File: config.mk
export PLATFORM = sky130hd
export DESIGN_NAME = ctrs_offset_stamp
export DESIGN_NICKNAME = d
export VERILOG_FILES = /design/src/hw/rtl/assert_macros.svh /design/src/hw/rtl/ctrs_pkg.sv /design/src/hw/rtl/ctrs_offset_stamp.sv
export SDC_FILE = /design/constraint.sdc
export NUM_CORES = 1
export LEC_CHECK = 0
export BUFFER_PORTS_ARGS = -buffer_cell sky130_fd_sc_hd__buf_4
export CELL_PAD_IN_SITES_DETAIL_PLACEMENT = 0
export CELL_PAD_IN_SITES_GLOBAL_PLACEMENT = 1
export CORE_AREA = 2 2 174 176
export DETAILED_ROUTE_END_ITERATION = 7
export DIE_AREA = 0 0 176 178
export PLACE_DENSITY = 0.72
export SLEW_MARGIN = 10
export SYNTH_ARGS = -nofsm -noshare
export SYNTH_HDL_FRONTEND = slang
export SYNTH_SLANG_ARGS = --single-unit
File: constraint.sdc
create_clock -name clock -period 14.35 [get_ports clock]
set_input_delay 1.435 -clock clock [delete_from_list [all_inputs] [get_ports clock]]
set_output_delay 1.435 -clock clock [all_outputs]
set_load 0.005 [all_outputs]
File: src/hw/rtl/assert_macros.svh
// ----------------------------------------------------------------------------
// assert_macros.svh
// Concurrent assertion shorthands used by the RTL stamper unit.
// ----------------------------------------------------------------------------
`ifndef ASSERT_MACROS_SVH
`define ASSERT_MACROS_SVH

// Same-cycle implication, masked while reset is high.
`define ASSERT_IMPLIES(label, clk, rst, ante, cons) \
   label: assert property (@(posedge clk) disable iff (rst) (ante) |-> (cons)) \
      else $error("implication check failed");

// Next-cycle implication, masked while reset is high.
`define ASSERT_NEXT(label, clk, rst, ante, cons) \
   label: assert property (@(posedge clk) disable iff (rst) (ante) |=> (cons)) \
      else $error("next-cycle check failed");

`endif

File: src/hw/rtl/ctrs_pkg.sv
// ----------------------------------------------------------------------------
// ctrs_pkg
// Types and codes shared by the trace record stamper modules.
// ----------------------------------------------------------------------------
`default_nettype none

package ctrs_pkg;

   typedef enum logic [1:0] {
      STATUS_QUEUED  = 2'd0,
      STATUS_DROPPED = 2'd1,
      STATUS_POPPED  = 2'd2,
      STATUS_EMPTY   = 2'd3
   } status_type;

   localparam logic FUNC_RECORD = 1'b0;
   localparam logic FUNC_POP    = 1'b1;

   localparam logic [1:0] KIND_DATA   = 2'd0;
   localparam logic [1:0] KIND_REMOTE = 2'd1;
   localparam logic [1:0] KIND_ERROR  = 2'd2;

   localparam int TIME_WIDTH = 48;
   localparam int SEQ_WIDTH  = 32;
   localparam int DROP_WIDTH = 32;
   localparam int BUS_WIDTH  = 8;

   typedef struct packed {
      logic                  func;
      logic                  is_tx;
      logic                  is_error;
      logic                  is_remote;
      logic [TIME_WIDTH-1:0] hw_timestamp_us;
      logic [TIME_WIDTH-1:0] arrival_us;
      logic [28:0]           can_id;
      logic [3:0]            data_length;
      logic [63:0]           payload;
   } req_type;

   typedef struct packed {
      status_type            status;
      logic [1:0]            record_kind;
      logic                  record_is_tx;
      logic [BUS_WIDTH-1:0]  record_bus;
      logic [TIME_WIDTH-1:0] offset_us;
      logic [SEQ_WIDTH-1:0]  sequence_number;
      logic [28:0]           record_can_id;
      logic [3:0]            record_length;
      logic [63:0]           record_payload;
      logic [DROP_WIDTH-1:0] dropped_total;
   } rsp_type;

   // One queued trace record.
   typedef struct packed {
      logic [1:0]            kind;
      logic                  is_tx;
      logic [BUS_WIDTH-1:0]  bus;
      logic [28:0]           can_id;
      logic [3:0]            length;
      logic [TIME_WIDTH-1:0] offset_us;
      logic [SEQ_WIDTH-1:0]  seq_num;
      logic [63:0]           payload;
   } record_type;

   typedef struct packed {
      logic push;
      logic pop;
   } fifo_ctl_type;

   typedef struct packed {
      logic empty;
      logic full;
   } fifo_stat_type;

   function automatic rsp_type record_to_rsp(input record_type rec,
                                             input status_type st,
                                             input logic [DROP_WIDTH-1:0] drops);
      rsp_type r;
      r.status          = st;
      r.record_kind     = rec.kind;
      r.record_is_tx    = rec.is_tx;
      r.record_bus      = rec.bus;
      r.offset_us       = rec.offset_us;
      r.sequence_number = rec.seq_num;
      r.record_can_id   = rec.can_id;
      r.record_length   = rec.length;
      r.record_payload  = rec.payload;
      r.dropped_total   = drops;
      return r;
   endfunction

endpackage

`default_nettype wire

File: src/hw/rtl/ctrs_offset_stamp.sv
// ----------------------------------------------------------------------------
// ctrs_offset_stamp
// Trace time origin and per-frame offset calculation.
// ----------------------------------------------------------------------------
`default_nettype none

module ctrs_offset_stamp (
   input  wire logic                            clock,
   input  wire logic                            reset,
   input  wire logic                            stamp_en,
   input  wire logic                            is_tx,
   input  wire logic [ctrs_pkg::TIME_WIDTH-1:0] hw_us,
   input  wire logic [ctrs_pkg::TIME_WIDTH-1:0] arrival_us,
   output logic      [ctrs_pkg::TIME_WIDTH-1:0] offset_us
);
   import ctrs_pkg::*;

   localparam int BASE_WIDTH = TIME_WIDTH + 2;

   logic                  origin_valid_ff;
   logic [TIME_WIDTH-1:0] origin_hw_ff;
   // origin offset minus origin stamp, modulo 2^BASE_WIDTH
   logic [BASE_WIDTH-1:0] origin_base_ff;
   logic [BASE_WIDTH-1:0] origin_base_in;
   logic [BASE_WIDTH-1:0] sum;
   logic                  hw_present;
   logic                  latch_origin;

   assign hw_present     = (hw_us != '0);
   assign latch_origin   = stamp_en && !is_tx && hw_present && !origin_valid_ff;
   assign origin_base_in = {2'b00, arrival_us} - {2'b00, hw_us};
   assign sum            = origin_base_ff + {2'b00, hw_us};

   always_ff @(posedge clock) begin
      if (reset) begin
         origin_valid_ff <= 1'b0;
      end else if (latch_origin) begin
         origin_valid_ff <= 1'b1;
      end
   end

   always_ff @(posedge clock) begin
      if (latch_origin) begin
         origin_hw_ff   <= hw_us;
         origin_base_ff <= origin_base_in;
      end
   end

   always_comb begin
      if (is_tx || !hw_present || !origin_valid_ff || (hw_us < origin_hw_ff)) begin
         offset_us = arrival_us;
      end else if (sum[BASE_WIDTH-1:TIME_WIDTH] != '0) begin
         offset_us = '1;
      end else begin
         offset_us = sum[TIME_WIDTH-1:0];
      end
   end

endmodule

`default_nettype wire

After elaboration in Yosys (flattened, before gate mapping)
Cells that the tools add are included.

storage, ports and cells
  register bits after elaboration = 99

operators by class
  add/subtract/negate cells = 2
  order comparisons = 1
  muxes and demuxes = 2
  reduce and logical (&&, ||, !) cells = 11

operator list
  cell                          number
  two-way mux 48 bit            2
  adder 50 x 48 -> 50 bit       1
  subtractor 48 x 48 -> 49 bit  1
  less-than comparator 48 bit   1
  nonzero test 48 bit           1
  logical AND 1 bit             3
  zero test 1 bit               3
  logical OR 1 bit              3
  nonzero test 2 bit            1

Logic depth before layout (Yosys ltp)
  depth in word-level cells = 6
  mapped depth = 15

Worst setup path before layout
Ideal clock, no wire load.

  path type = in2reg
  start point = in hw_us[16] in the netlist's numbering
  end point = reg origin_base_ff[0], enable pin
  arrival time = 5.820 ns
  data required time = 13.796 ns
  path slack = 7.976 ns
  stages on the path = 6
  path buffers = 0
  cell sequence = nor4_1 nand4_1 nor3_1 nor2_1 nand2_1 nor2_1

between the ends
  longest elaborated chain between the ends = 3

RTL lines
  item                            line                     source
  from (decl)                     ctrs_offset_stamp.sv:12  input wire logic [ctrs_pkg::TIME_WIDTH-1:0] hw_us,
  nonzero test 48 bit             ctrs_offset_stamp.sv:29  assign hw_present = (hw_us != '0);
  logical AND 1 bit (2 in a row)  ctrs_offset_stamp.sv:30  assign latch_origin = stamp_en && !is_tx && hw_present && !origin_valid_ff;
  named net latch_origin          ctrs_offset_stamp.sv:27  logic latch_origin;
  to (signal assigned)            ctrs_offset_stamp.sv:45  origin_base_ff <= origin_base_in;
  to (decl)                       ctrs_offset_stamp.sv:23  logic [BASE_WIDTH-1:0] origin_base_ff;

The timed path passes the listed nets, and every way through them passes these cells.
A chain may end at the register's enable or synchronous reset.

Final worst setup path
  start point = in hw_us[0] in the netlist's numbering
  end point = out offset_us[43] in the netlist's numbering

between the ends
  longest elaborated chain between the ends = 6

RTL lines
  item                                                                             line                     source
  parallel branches: the longest is 5 deep, another holds adder 50 x 48 -> 50 bit  n/a
  two-way mux 48 bit (*)                                                           ctrs_offset_stamp.sv:50  if (is_tx || !hw_present || !origin_valid_ff || (hw_us < origin_hw_ff)) begin
  to (decl)                                                                        ctrs_offset_stamp.sv:14  output logic [ctrs_pkg::TIME_WIDTH-1:0] offset_us

Mark *: on every way between the ends.

==> results.yml <==
yosys:
  syn_nets: 1330
  synth_commonest_cells: "ha_1, inv_1, a21oi_1"
  synth.most_common_cell: "ha_1"
  seq_area_frac_synth: 0.295
  ys_warn_count: 0
  yosysTopAreaCell: "edfxtp_1"
  avgSynthCellArea_um2: 9.15
  ys_top_cells_by_area: "edfxtp_1, ha_1, a21oi_1, a21o_1, xnor2_1"
  synthAdderAreaFrac: 0.184
  synth_xor_area_frac: 0.0706
  synthFlopType: "edfxtp_1"
  synth_largest_type_area_fraction: 0.293
  synth_compound_area_frac: 0.266
  yosysUniqueCellTypes: 82
  netlist_area_mm2: 0.00993
  synth_edf_count: 97
  synth_seq_cells: 98
  postSynthCellCount: 1085
  synth-simple-area-share: 0.127
  synth.mux.area_fraction: 0.00214
  synth_top_family_by_area: "compound AO/OA/AOI/OAI gates"
  ys_async_sr_fraction: 0
final_layout:
  final_cell_area_mm2: 0.0117
  fillerInstances: 2956
  syn_to_final_growth_pct: 17.9
  num-nets-final: 1468
  drive_gt1_frac: 0.164
  num_antenna_cells: 0
critical_path:
  path_max_fanout: 25
  critPathCaptureType: "output pin"
  required_ns: 12.91
  worstPathArrival_ns: 5.34
  crit_slowest_cell: "o21ai_4"
  crit_path_cell_trace: "buf_4 -> ha_1 -> fa_1 -> a211oi_1 -> o21ai_1 -> nand3_1 -> a2111oi_4 -> o31ai_2 -> a21oi_1 -> o211ai_1 -> a21oi_1 -> o21ai_4 -> buf_4 -> o32a_1 -> buf_4"
  worst-setup-path-type: "in2out"
  cp-start-kind: "primary input"
  cp_slowest_stage_delay_ns: 0.61
  path_common_cell: "buf_4"
drt:
  drtAntennaViolNets: 0
  routed_wirelength_mm: 28.6
  drtPass1Iterations: 7
  viasPerCell: 5.28
  vias: 8538
  drc_errors: 0
  routedWlPerCell_um: 17.7
  first_iter_violations: 571
sta:
  rsz0062_at_grt: "no"
  post-route-min-period_ns: 6.78
  hold_viol: 0
  final_max_slew_viol_count: 0
  worst_slack_ns: 7.57
  slew-limit-headroom: 0.241
  finClkSkew_ns: 0.00621
  worst_pin_slew_ns: 1.14
  timing.setup.tns_ns: 0
  fmax_mhz: 148
  fin_crit_sh: 0.472
  setup_violations: 0
placement:
  port_buffers: 147
  place_congestion: 0.864
  placed_area_mm2: 0.0114
  place_ws_ns: 7.52
  hpwlAfterDp_mm: 23.0
global_route:
  grtUsageMet3: 0.0183
  met2_usage: 0.291
  grt_pass1_vias: 8338
  antenna_found_initial: 0
  grt_start_max_net_pins: 67
  grt.overflow.total: 0
  gr-usage-met1: 0.269
  grt_usage: 0.184
  grt_pass1_wl_mm: 45.3
  top_usage_layer: "met2"
clock_tree:
  hold_buffers: 0
  htreeDepth: 3
  cts_buffer_depth: 2
  clockRootBuffer: "clkbuf_16"
  insertion_delay_ns: 0.36
  cts_setup_buffers: 0
  clk_pin_slew_ns: 0.07
  cts_resized: 0
  cts_buffers: 9
  cts_tree: "built"
  cts_sinks: 98
die:
  io_pins: 148
  floorplan.initialDensity: 0.338
  core_mm2: 0.0294
  dieArea_mm2: 0.0313
  rows: 63
  die_y_um: 178
  die_w_um: 176
status:
  status: "finished, final reports clean"
hold_path:
  worstHoldPathType: "reg2reg"
flow_run:
  drv_cap: 0
power_and_ir_drop:
  p_leak_uw: 0.00528
  ir_drop_mv: 0.0588
  cellPowerDensity_mw_per_mm2: 82.3
per-layer routing:
layer	vias up	wire length [um]
li1	4331	-
met1	3976	14400
met2	210	12500
met3	21	1310
met4	0	422
met5	-	0
kinds of logic (layout without fill, tap and decap cells):
| logic type | count (synthesis) | count (layout) |
|---|---|---|
| buffers and inverters | 136 | 279 |
| DFF | 98 | 98 |
| and+or+nand+nor | 249 | 249 |
| adders and majority gates | 145 | 145 |
| xor gates and xnor gates | 80 | 80 |
| AOI/OAI and AO/OA | 375 | 375 |
| muxes | 2 | 2 |
flip-flops by register name, indices dropped and copies added (netlist names):
signal	flops
origin_hw_ff	48
origin_base_ff	49
origin_valid_ff	1
where the power goes:
| part | switching [uW] | total (uW) | internal, uW |
|---|---|---|---|
| registers | 5.00 | 346 | 341 |
| logic | 217 | 385 | 168 |
| clock network | 115 | 232 | 117 |
cells in the final DEF (no fill, tap or decap), drive strengths merged, types with 3 or more instances in the layout:
| master | instances |
|---|---|
| a2111oi | 5 |
| a211o | 4 |
| a211oi | 9 |
| a21o | 61 |
| a21oi | 109 |
| a221oi | 6 |
| a31oi | 5 |
| and2 | 6 |
| and3 | 9 |
| and4 | 6 |
| buf | 150 |
| clkbuf | 11 |
| clkinv | 5 |
| edfxtp | 97 |
| ha | 143 |
| inv | 113 |
| nand2 | 73 |
| nand2b | 14 |
| nand3 | 17 |
| nand3b | 4 |
| nand4 | 20 |
| nor2 | 52 |
| nor2b | 11 |
| nor3 | 8 |
| nor4 | 13 |
| o2111ai | 3 |
| o211ai | 3 |
| o21a | 14 |
| o21ai | 63 |
| o21bai | 12 |
| o22a | 46 |
| o31a | 5 |
| o31ai | 7 |
| or2 | 5 |
| or3 | 3 |
| xnor2 | 50 |
| xor2 | 30 |
metrics by stage:
stage               hold WS (ns)   util  power, uW  instances
detailed placement         0.494  0.389        735       1602
CTS                        0.504  0.398        968       1618
floorplan                  0.429      -        612       1085
finish                     0.499  0.398        963       1618
global route               0.546  0.398       1020       1618
global placement           0.483  0.389        735       1602
cell type report:
type,count,area (um2),area share
Sequential cell,98,2930,0.251
Clock inverter,5,31.3,0.00267
Multi-Input combinational cell,851,6470,0.553
Clock buffer,11,233,0.0199
Inverter,113,424,0.0362
Tap cell,390,488,0.0417
Timing Repair Buffer,150,1130,0.0962
critical path: cells and delay by family:
kind                       cells  cell delay (ns)
AOI/OAI and AO/OA              9             2.35
buffers and inverters          3             0.68
adders and majority gates      2             0.65
and+or+nand+nor                1             0.20
final timing paths:
check	start	to	slack, ns	cells after the start
min	origin_valid_ff	origin_valid_ff	0.50	2
min reg2reg	origin_valid_ff	origin_valid_ff	0.50	2
max reg2reg	origin_valid_ff	origin_base_ff[11]	11.99	2
max	hw_us[0]	offset_us[43]	7.57	15
No activity file was read; power rests on OpenSTA's default activity.
